[config.mk]
export PLATFORM = sky130hd
export DESIGN_NAME = esdp_step
export DESIGN_NICKNAME = d
export VERILOG_FILES = /design/src/hw/rtl/esdp_pkg.sv /design/src/hw/rtl/esdp_step.sv
export SDC_FILE = /design/constraint.sdc
export NUM_CORES = 2
export LEC_CHECK = 0
export BUFFER_PORTS_ARGS = -buffer_cell sky130_fd_sc_hd__buf_2
export CORE_UTILIZATION = 35
export DETAILED_ROUTE_END_ITERATION = 8
export GPL_TIMING_DRIVEN = 0
export HOLD_SLACK_MARGIN = 0.1
export PLACE_DENSITY_LB_ADDON = 0.25
export SETUP_SLACK_MARGIN = 0.2
export SLEW_MARGIN = 20
export SYNTH_ARGS = -nofsm -noshare
export SYNTH_HDL_FRONTEND = slang
export SYNTH_SLANG_ARGS = --single-unit
export TNS_END_PERCENT = 20
[constraint.sdc]
create_clock -name clk -period 8 [get_ports clk]
set_input_delay 0.4 -clock clk [delete_from_list [all_inputs] [get_ports clk]]
set_output_delay 0.4 -clock clk [all_outputs]
set_load 0.01 [all_outputs]
[src/hw/rtl/esdp_pkg.sv]
// Shared constants and types of the elastic sequence distance core.
`default_nettype none
package esdp_pkg;

  localparam int FIELD_W    = 32;
  localparam int WEIGHT_W   = 17;
  localparam int LEN_W      = 9;
  localparam int FRAC_W     = 16;
  localparam int CFG_DATA_W = 17;
  localparam int CFG_IDX_W  = 2;
  localparam int IN_DATA_W  = 5 * FIELD_W;
  localparam int OUT_DATA_W = 40;

  localparam logic [WEIGHT_W-1:0] ONE_Q16 = 17'h10000;

  typedef enum logic [CFG_IDX_W-1:0] {
    REG_WEIGHT = 2'd0,
    REG_ROWS   = 2'd1,
    REG_COLS   = 2'd2
  } cfg_reg_t;

  typedef struct packed {
    logic first_row;
    logic first_col;
    logic last_col;
    logic last_row;
  } cell_pos_t;

endpackage
`default_nettype wire

[src/hw/rtl/esdp_step.sv]
// Two-stage step cost unit: weighted distance plus weighted time gap, rounded.
`default_nettype none
module esdp_step
  import esdp_pkg::*;
#(
  parameter int VALUE_BITS = 32
) (
  input  wire logic                  clk,
  input  wire logic                  advance,
  input  wire logic [WEIGHT_W-1:0]   weight,
  input  wire logic                  skip,
  input  wire logic [VALUE_BITS-1:0] dist_in,
  input  wire logic [FIELD_W-1:0]    gap,
  output logic [VALUE_BITS-1:0]      cost,
  output logic                       sat
);

  localparam int PD_W  = VALUE_BITS + WEIGHT_W;
  localparam int PG_W  = FIELD_W + WEIGHT_W;
  localparam int ACC_W = ((PD_W > PG_W) ? PD_W : PG_W) + 1;
  localparam int R_W   = ACC_W - FRAC_W;
  localparam logic [ACC_W-1:0] ROUND = ACC_W'(1) << (FRAC_W - 1);
  localparam logic [VALUE_BITS-1:0] VMAX = {VALUE_BITS{1'b1}};

  logic [PD_W-1:0]     prod_d;
  logic [PG_W-1:0]     prod_g;
  logic                skip_a;
  logic [WEIGHT_W-1:0] one_minus_w;
  logic [ACC_W-1:0]    acc;
  logic [R_W-1:0]      r;

  always_comb begin
    one_minus_w = ONE_Q16 - weight;
    acc = ACC_W'(prod_d) + ACC_W'(prod_g) + ROUND;
    r   = acc[ACC_W-1:FRAC_W];
  end

  always_ff @(posedge clk) begin
    if (advance) begin
      prod_d <= PD_W'(one_minus_w) * PD_W'(dist_in);
      prod_g <= PG_W'(weight) * PG_W'(gap);
      skip_a <= skip;
      if (skip_a) begin
        cost <= '0;
        sat  <= 1'b0;
      end else if (r >= R_W'(VMAX)) begin
        cost <= VMAX;
        sat  <= 1'b1;
      end else begin
        cost <= VALUE_BITS'(r);
        sat  <= 1'b0;
      end
    end
  end

endmodule
`default_nettype wire

==> results by stage <==
GRT:
- The via count of the first global-routing pass was ~33000.
- Entering global routing, the biggest net connects 70 pins.
- The first global-routing pass estimated 197000 um of wire.
- Summed over all layers, the global routing overflow is 0.
- Global routing consumed, over all layers together, 21.7% of the routing resources.
- The initial antenna violation count is 16.

Route:
- The first routing iteration left 2018 violations.
- The final wirelength is 127000 um.
- For this run, design rule violations remaining after detail routing come to 0.
- The detail-routed via count per cell is 4.95.
- The total iterations of the first detailed-routing run is 6.
- The detail route stage leaves a number of antenna-violating nets equal to 0.
- After detailed routing, the average wire length per cell comes to 20.1 um.
- For this block, the via count after detailed routing is 31300.

Logic synthesis:
- Sequential cells were found to cover 9.54% of the synthesized design area.
- The average instance in the mapped netlist occupies 8.96 um^2.
- The combined area of all synthesized cells is about 42000 um^2.
- The prevailing post-synth register cell is sky130_fd_sc_hd__edfxtp_1.
- The xor and xnor fraction of the mapped netlist area is 2.83%.
- The number of synthesized flops with an enable pin is ~130.
- The Yosys warning count is 0.
- The simple-gate share of the synthesized area is 15.7%.
- The combinational family with the most area after synthesis is adder cells.
- After synthesis, the share of flip-flops with an asynchronous set or reset is 0%.
- The synthesized netlist devotes 53.6% of its cell area to adder and majority cells.
- The cell count after synthesis came out at 4634.
- Synthesis instantiated 80 different standard cells from the library.
- Summing the areas of all compound-gate instances in the mapped netlist gives 6.43% of the synthesized area.
- The number of nets in the synthesized netlist is about 6000.
- The share of cell area taken by muxes after synthesis is 0.0482%.
- Counting flops and latches in the post-synthesis netlist gives 132.

Final layout:
- The library cells used most frequently in the layout, excluding fill and tap cells, are sky130_fd_sc_hd__inv_1, sky130_fd_sc_hd__fa_1, sky130_fd_sc_hd__nand2_1, sky130_fd_sc_hd__ha_1, sky130_fd_sc_hd__and2_1.
- Relative to the synthesized area, the layout overhead comes to 10.5%.
- The final instance area is 45900 um^2.
- At the end of the flow, the number of nets in the layout was 6099.
- The share of final-layout standard cells stronger than drive strength 1 is 7.31%.
- The most common cell after layout, fill and taps aside is sky130_fd_sc_hd__inv_1.
- Counting the fill cells in the layout gives 12100.

Floorplanning:
- The number of top-level design ports is around 120.
- The region available for standard cell placement spans 118000 um^2.
- The floorplan step defined a die boundary enclosing 120000 um^2.
- Measured along the y axis, the die boundary spans 346 um.
- The starting utilization of the core area is 35.2%.
- The floorplan die width is 346 um.
- The total number of placement rows is 126.

Setup path:
- For the worst setup path, the data required time is roughly 8.2 ns.
- The cell that appears most often on the critical path is sky130_fd_sc_hd__fa_2.
- STA classifies the critical path startpoint as an input port.
- In this design, the stage delay of the slowest critical-path cell is 0.56 ns.
- The setup slack of the most critical reg-to-reg path is 3.06 ns.
- The kind of end point of the critical path is a flop.
- The critical path is of the in -> reg type.
- Data on the critical path arrives at its endpoint at ~8 ns.
- The maximum fanout encountered on the critical timing path is 6.
- Among all stages on the critical path, the largest delay is contributed by sky130_fd_sc_hd__fa_2.

STA:
- In this run the tightest slew margin relative to its limit is around a quarter.
- The number of pins exceeding their max-slew limit in the final report is 0.
- The transition time of the tightest slew-check pin is 1.10 ns.
- The minimum period implied by the final worst setup slack is around 8.0 ns.
- The post-route fraction of the period consumed by the critical path is 100%.
- Setup violations remaining at the end of the flow were counted as 2.
- Setup repair after global routing could not meet its margin everywhere.
- Between clock sinks in the finished design, the worst skew comes to 0.0110 ns.
- The number of endpoints with negative hold slack in the final report is 0.
- The final worst-path setup slack is -0.0184 ns.
- The maximum achievable frequency is approximately 120 MHz.

Clocking:
- The buffer depth of the longest clock path is 2.
- The clock tree from TritonCTS is yes.
- The clock latency reported for the late side of the worst-skew pair is about 0.45 ns.
- The number of buffers created by CTS is 17.
- Counting every sink on the clock net gives approximately 130.
- The H-tree generated during clock tree synthesis spans 4 levels.
- The CTS clock-pin slew for the worst setup and hold paths is 0.06 ns.
- CTS placed an instance of sky130_fd_sc_hd__clkbuf_16 at the clock tree root.

Placement:
- After detailed placement, the total cell area comes to 44000 um^2.
- The detailed-placement wirelength estimate is ~110000 um.
- The congestion estimate from routability-driven global placement came to 0.909.
- The number of buffer cells added on primary ports is 80.

Outcome:
- The run finished, with violations left.
- The final reports fail on negative setup slack.

Min path:
- The path class of the tightest hold or removal check is in -> reg.

Flow run:
- The reported max-cap violation count is 0.
==> area by class of cell <==
cell class                      instances  area, um^2  share of cell area, %
Sequential cell                       132        3960                   8.64
Timing Repair Buffer                  122         781                   1.70
Buffer                                227        1180                   2.57
Inverter                             1080        4050                   8.84
Clock buffer                           17         425                  0.927
Tap cell                             1536        1920                   4.19
Antenna cell                            4        10.0                 0.0218
Clock inverter                         15         191                  0.417
Multi-Input combinational cell       3195       33400                   72.7
==> timing repair <==
action | 4_1_cts | 5_1_grt
pin swaps | 49 | 46
cloned | 1 | 0
buffers inserted | 19 | 20
gates resized for setup | 145 | 111
endpoints found under the hold margin | 1 | 0
hold buffers | 1 | 0
setup endpoints to repair | 42 | 34
==> final timing paths <==
kind              start         end  depth (start not counted)
max           weight[4]  prod_d[46]                         29
min             advance  prod_g[47]                          1
max reg2reg  prod_d[18]         sat                         12
min reg2reg      skip_a         sat                          2
==> synthesized netlist by cell type (all sizes together), types with 13 or more instances <==
cell type,count,share of area (%)
a211oi,15,0.28
a21o,59,1.1
a21oi,150,1.8
a31oi,15,0.26
and2,320,4.8
and3,17,0.26
buf,27,0.29
clkbuf,200,1.8
edfxtp,132,9.5
fa,898,43
ha,342,10
inv,1080,9.8
nand2,849,7.7
nand2b,20,0.30
nand3,18,0.22
nand4,21,0.35
nor2,74,0.67
nor2b,18,0.27
nor3,26,0.31
o21a,16,0.29
o21ai,72,0.87
o21bai,13,0.23
o31ai,14,0.27
xnor2,93,2.0
xor2,41,0.86
==> flip-flops by register name (all words and copies together), names as in the netlist <==
signal and count:
prod_d 49, prod_g 49, cost 32, sat 1, skip_a 1
==> through the flow <==
| stage | hold WS, ns | util (%) | setup TNS, ns | std cells | setup slack [ns] |
|---|---|---|---|---|---|
| after CTS | 0.383 | 38.5 | -0.757 | 6304 | -0.164 |
| final | 0.414 | 38.9 | -0.0245 | 6328 | -0.0184 |
| after global routing | 0.408 | 38.9 | -1.83 | 6325 | -0.232 |
| after detailed placement | 0.582 | 37.3 | -57.55 | 6251 | -2.24 |
| after floorplan | 0.499 | - | 0 | 4634 | 0.155 |
| after global placement | 0.580 | 37.3 | -64.04 | 6250 | -2.33 |
==> routing by layer <==
layer | global-route usage, % | part of all wire, % | up-vias
met5 | 0 | 0.041 | -
met4 | 6.54 | 3.3 | 10
met3 | 2.90 | 5.9 | 168
met2 | 35.1 | 46 | 897
met1 | 30.2 | 44 | 16100
li1 | - | - | 14100
==> critical path: cells and delay by family <==
family | cells | cell delay, ns
adders and majority gates | 7 | 3.17
and+or+nand+nor | 11 | 2.55
AOI/OAI and AO/OA | 4 | 1.15
buffers and inverters | 5 | 0.57
xor gates and xnor gates | 2 | 0.35
==> cell families (layout without fill, tap and decap cells) <==
family	after synthesis	count (layout)
AOI/OAI and AO/OA	415	415
adders and majority gates	1240	1240
DFF	132	132
and+or+nand+nor	1404	1404
buffers and inverters	1307	1461
muxes	2	2
xor gates and xnor gates	134	134
other	0	4
Power is left out: the tool's default activity adds up to more than one toggle a clock period on the data nets, which glitch-free logic cannot reach.
