[config.mk]
export PLATFORM = sky130hd
export DESIGN_NAME = esdp_front
export DESIGN_NICKNAME = d
export VERILOG_FILES = /design/src/hw/rtl/esdp_pkg.sv /design/src/hw/rtl/esdp_front.sv
export SDC_FILE = /design/constraint.sdc
export NUM_CORES = 1
export LEC_CHECK = 0
export ABC_CLOCK_PERIOD_IN_PS = 7400
export BUFFER_PORTS_ARGS = -buffer_cell sky130_fd_sc_hd__buf_2
export CAP_MARGIN = 40
export CORE_MARGIN = 1.5
export CORE_UTILIZATION = 61
export CTS_BUF_LIST = sky130_fd_sc_hd__clkbuf_8
export CTS_CLUSTER_SIZE = 10
export DETAILED_ROUTE_END_ITERATION = 6
export HOLD_SLACK_MARGIN = 0.03
export PLACE_DENSITY = 0.88
export SLEW_MARGIN = 30
export SYNTH_ARGS = -nofsm -noshare
export SYNTH_HDL_FRONTEND = slang
export SYNTH_SLANG_ARGS = --single-unit
[constraint.sdc]
create_clock -name clk -period 7.4 [get_ports clk]
set_input_delay 2.22 -clock clk [delete_from_list [all_inputs] [get_ports clk]]
set_output_delay 2.22 -clock clk [all_outputs]
set_load 0.02 [all_outputs]
[src/hw/rtl/esdp_pkg.sv]
// Shared constants and types of the elastic sequence distance core.
`default_nettype none
package esdp_pkg;

  localparam int FIELD_W    = 32;
  localparam int WEIGHT_W   = 17;
  localparam int LEN_W      = 9;
  localparam int FRAC_W     = 16;
  localparam int CFG_DATA_W = 17;
  localparam int CFG_IDX_W  = 2;
  localparam int IN_DATA_W  = 5 * FIELD_W;
  localparam int OUT_DATA_W = 40;

  localparam logic [WEIGHT_W-1:0] ONE_Q16 = 17'h10000;

  typedef enum logic [CFG_IDX_W-1:0] {
    REG_WEIGHT = 2'd0,
    REG_ROWS   = 2'd1,
    REG_COLS   = 2'd2
  } cfg_reg_t;

  typedef struct packed {
    logic first_row;
    logic first_col;
    logic last_col;
    logic last_row;
  } cell_pos_t;

endpackage
`default_nettype wire

[src/hw/rtl/esdp_front.sv]
// Input stage: grid position tracking, input clamping and time gaps.
`default_nettype none
module esdp_front
  import esdp_pkg::*;
#(
  parameter int VALUE_BITS = 32,
  parameter int MAX_ROWS   = 256,
  parameter int MAX_COLS   = 256
) (
  input  wire logic                  clk,
  input  wire logic                  rst,
  input  wire logic                  restart,
  input  wire logic                  advance,
  input  wire logic                  in_valid,
  input  wire logic [IN_DATA_W-1:0]  in_data,
  input  wire logic [LEN_W-1:0]      rows_used,
  input  wire logic [LEN_W-1:0]      cols_used,
  output logic                       s1_valid,
  output logic [VALUE_BITS-1:0]      s1_cost,
  output logic [VALUE_BITS-1:0]      s1_rdist,
  output logic [VALUE_BITS-1:0]      s1_cdist,
  output logic [FIELD_W-1:0]         s1_rgap,
  output logic [FIELD_W-1:0]         s1_cgap,
  output cell_pos_t                  s1_pos,
  output logic [$clog2(MAX_COLS)-1:0] s1_ci
);

  localparam int ROW_W  = $clog2(MAX_ROWS + 1);
  localparam int COL_W  = $clog2(MAX_COLS + 1);
  localparam int CI_W   = $clog2(MAX_COLS);
  localparam int WIDE_W = (VALUE_BITS > FIELD_W) ? VALUE_BITS : FIELD_W;
  localparam logic [VALUE_BITS-1:0] VMAX = {VALUE_BITS{1'b1}};

  function automatic logic [VALUE_BITS-1:0] clampv(input logic [FIELD_W-1:0] x);
    logic [WIDE_W-1:0] xe;
    xe = WIDE_W'(x);
    if (xe > WIDE_W'(VMAX)) return VMAX;
    return VALUE_BITS'(xe);
  endfunction

  function automatic logic [FIELD_W-1:0] absdiff(input logic [FIELD_W-1:0] a,
                                                 input logic [FIELD_W-1:0] b);
    return (a > b) ? (a - b) : (b - a);
  endfunction

  logic [ROW_W-1:0]   row_pos;
  logic [COL_W-1:0]   col_pos;
  logic [FIELD_W-1:0] last_row_time;
  logic [FIELD_W-1:0] last_col_time;
  logic [ROW_W-1:0]   nr;
  logic [COL_W-1:0]   nc;
  logic [31:0]        rows_ext;
  logic [31:0]        cols_ext;
  logic [FIELD_W-1:0] f_cost, f_rdist, f_rtime, f_cdist, f_ctime;
  cell_pos_t          pos;

  always_comb begin
    rows_ext = 32'(rows_used);
    cols_ext = 32'(cols_used);
    if (rows_ext == 32'd0)                nr = ROW_W'(1);
    else if (rows_ext > 32'(MAX_ROWS))    nr = ROW_W'(MAX_ROWS);
    else                                  nr = ROW_W'(rows_ext);
    if (cols_ext == 32'd0)                nc = COL_W'(1);
    else if (cols_ext > 32'(MAX_COLS))    nc = COL_W'(MAX_COLS);
    else                                  nc = COL_W'(cols_ext);

    f_cost  = in_data[FIELD_W-1:0];
    f_rdist = in_data[2*FIELD_W-1:FIELD_W];
    f_rtime = in_data[3*FIELD_W-1:2*FIELD_W];
    f_cdist = in_data[4*FIELD_W-1:3*FIELD_W];
    f_ctime = in_data[5*FIELD_W-1:4*FIELD_W];

    pos.first_row = (row_pos == ROW_W'(1));
    pos.first_col = (col_pos == COL_W'(1));
    pos.last_col  = (col_pos >= nc);
    pos.last_row  = (row_pos >= nr);
  end

  always_ff @(posedge clk) begin
    if (rst || restart) begin
      s1_valid      <= 1'b0;
      row_pos       <= ROW_W'(1);
      col_pos       <= COL_W'(1);
      last_row_time <= '0;
      last_col_time <= '0;
    end else if (advance) begin
      s1_valid <= in_valid;
      if (in_valid) begin
        if (pos.last_col && pos.last_row) begin
          row_pos       <= ROW_W'(1);
          col_pos       <= COL_W'(1);
          last_row_time <= '0;
          last_col_time <= '0;
        end else if (pos.last_col) begin
          row_pos       <= row_pos + ROW_W'(1);
          col_pos       <= COL_W'(1);
          last_row_time <= f_rtime;
          last_col_time <= f_ctime;
        end else begin
          col_pos       <= col_pos + COL_W'(1);
          last_col_time <= f_ctime;
        end
      end
    end
  end

  always_ff @(posedge clk) begin
    if (advance) begin
      s1_cost  <= clampv(f_cost);
      s1_rdist <= clampv(f_rdist);
      s1_cdist <= clampv(f_cdist);
      s1_rgap  <= absdiff(f_rtime, last_row_time);
      s1_cgap  <= absdiff(f_ctime, last_col_time);
      s1_pos   <= pos;
      s1_ci    <= CI_W'(col_pos - COL_W'(1));
    end
  end

endmodule
`default_nettype wire

==> impl_metrics.py <==
metrics = {
    "detailed_routing": {
        "wire_per_inst_um": 20.36,
        "drc_errors": 0,
        "vias": 13410,
        "drt_iter0_markers": 1378,
        "drt-pass1-iter-count": 5,
        "antenna_left": 0,
        "viasPerCell": 5.958,
        "routed_wl_mm": 45.83,
    },
    "logic_synthesis": {
        "synth.avg_cell_area_sq_um": 9.981,
        "netlist_area_sq_um": 15410,
        "ys_async_sr_fraction_pct": 0,
        "yosysTopAreaCell": "edfxtp_1",
        "synthCells": 1544,
        "yosys_warnings": 0,
        "synth_area_leaders": "edfxtp_1, ha_1, dfxtp_1",
        "synth_top_area_share_pct": 33.51,
        "yosysSeqAreaShare_pct": 44.30,
        "ys_ff_latch": 255,
        "synthDistinctLibCells": 76,
        "synth_ff_type": "edfxtp_1",
        "synth_edf_count": 172,
        "syn_nets": 1880,
    },
    "setup_path": {
        "cp.arrival_ps": 5710,
        "critPathRequiredTime_ps": 7700,
        "crit_path_cell_trace": "buf_2, inv_1, ha_1, a21o_1, o21bai_1, a21oi_2, or4b_1, a211o_1, nand2_4, mux2_1, a31oi_1, nand2_1, xor2_1",
        "path_buf_inv": 2,
        "crit_type": "in2reg",
        "worstSetupStartpointType": "input port",
        "cp_max_fo": 54,
        "cp-end-kind": "register",
        "cp-startpoint": "in_data[79]",
        "crit_path_max_incr_delay_ps": 540,
        "reg2reg_slack_ps": 3480,
        "worst-r2r-cell-count": 11,
        "critPathSlowestCell": "nand2_4",
        "cp_top_family": "compound AO/OA/AOI/OAI gates",
        "r2r-end": "s1_rgap[27]",
        "r2r_start": "last_row_time[15]",
    },
    "floorplanning": {
        "core_area_sq_um": 24530,
        "die_y_um": 161.9,
        "num_io_pins": 356,
        "fp.dieArea_sq_um": 26230,
        "rows": 57,
        "initial_core_util_pct": 62.82,
        "dieWidth_um": 161.9,
    },
    "clock_network": {
        "clk_root_buffer_cell": "clkbuf_8",
        "cts_tree": "yes",
        "clk_pin_slew_ps": 60,
        "cts_buffers": 44,
        "clock_sinks": 255,
        "cts_buffer_depth": 3,
        "cts_htree_levels": 2,
        "ctsHoldBuffers": 0,
        "cts_resized": 0,
        "cts_setup_buffers": 0,
        "clk-insertion-delay-late_ps": 570,
    },
    "finish": {
        "layout-drive-gt1-share_pct": 23.39,
        "layout_common_cells": "buf_2, inv_1, edfxtp_1, ha_1, a21oi_1",
        "area_growth_pct": 18.73,
        "final_util_pct": 74.58,
        "nNetsFinal": 2211,
        "stdcell_area_sq_um": 18300,
        "layout_commonest_cell": "buf_2",
    },
    "power_and_ir_drop": {
        "power_density_nw_per_um2": 203.6,
        "peakVddDrop_v": 0.0001430,
        "power_w": 0.003726,
        "p_leak_nw": 8.412,
    },
    "placed_design": {
        "io_buffers": 355,
        "dp_slack_ps": 1448,
        "dp_hpwl_mm": 34.11,
        "gp_congestion": 0.9819,
        "dpl_cell_area_sq_um": 17350,
    },
    "global_routing": {
        "grt_pass1_vias": 12870,
        "antenna_found_initial": 23,
        "grt_use_total_pct": 34.00,
        "grt_max_degree": 84,
        "grt_pass1_wl_mm": 69.48,
        "overflow": 0,
    },
    "sta": {
        "min_period_ps": 5407,
        "fin_tns_setup_ps": 0,
        "final_hold_viol_count": 0,
        "max_freq_ghz": 0.1849,
        "relSlewSlack_pct": 41.36,
        "finClkSkew_ps": 27.15,
        "drv_slew": 0,
        "tightest_slew_ps": 872.1,
        "rsz0062_at_grt": "false",
        "fin_ws_ps": 1993,
        "period_share_pct": 73.07,
        "setup_viol": 0,
    },
    "outcome": {
        "status": "completed",
    },
    "worst_hold_path": {
        "hold_depth": 1,
        "min_to": "last_row_time[31]",
        "hold_class": "reg2reg",
        "worstHoldStart": "last_row_time[31]",
    },
    "run": {
        "maxCapViolations": 0,
    },
}
## worst max-delay path by stage
stage / endpoint / cells after the start
final: s1_rgap[27] / 13
after global routing: s1_rgap[31] / 13
after CTS: s1_rgap[27] / 13
after detailed placement: s1_rgap[31] / 13
after global placement: s1_cgap[10] / 13
after floorplan: s1_rgap[31] / 13
## flip-flops by register name, summed over array words and instances (netlist names), 9 cells and up
name,cells
last_col_time,32
last_row_time,32
s1_cdist,32
s1_cgap,32
s1_cost,32
s1_rdist,32
s1_rgap,32
col_pos,9
row_pos,9
## cells in the mapped netlist (all sizes together) (34+ instances only)
library cell,instances
a21o,72
xnor2,34
ha,149
nand2,113
o21ai,74
inv,156
a22o,65
clkbuf,58
edfxtp,172
nor2,71
xor2,46
dfxtp,83
a21oi,132
## cell families (layout without fill, tap and decap cells)
family / Yosys count / in the layout / share of synthesized area [%]
AOI/OAI and AO/OA: 463 / 463 / 20.08
xor gates and xnor gates: 80 / 80 / 4.547
adders and majority gates: 153 / 153 / 12.62
buffers and inverters: 235 / 602 / 6.162
DFF: 255 / 255 / 44.30
muxes: 31 / 31 / 2.062
other: 0 / 16 / 0
and+or+nand+nor: 327 / 327 / 10.24
## per-layer routing
layer	wire length [um]	global-route usage, %	up-vias
met3	4246	9.142	155
met2	22090	56.07	667
met4	1940	17.22	10
met5	74	0	-
li1	-	-	6234
met1	17480	41.12	6346
## power by group
group	switching [W]	leakage [nW]	total (W)	internal, W
Clock	0.000601	0.533	0.00132	0.000722
Sequential	0.0000385	2.35	0.00168	0.00164
Combinational	0.000465	5.52	0.000721	0.000256
Total	0.00110	8.41	0.00373	0.00262
## metrics by stage
step           hold WS [ps]  cells
2_1_floorplan         449.3   1544
3_3_place_gp          457.4   2152
3_5_place_dp          468.6   2153
4_1_cts               484.2   2235
5_1_grt               496.3   2247
6_report              483.1   2251
## area by class of cell
class | instances | area [sq um]
Fill cell | 1745 | 6236
Sequential cell | 255 | 6827
Clock inverter | 33 | 235.2
Inverter | 158 | 593.1
Tap cell | 324 | 405.4
Clock buffer | 49 | 674.4
Antenna cell | 16 | 40.04
Multi-Input combinational cell | 1054 | 7664
Timing Repair Buffer | 362 | 1859
Note: power is estimated with default switching activity, not from simulation.
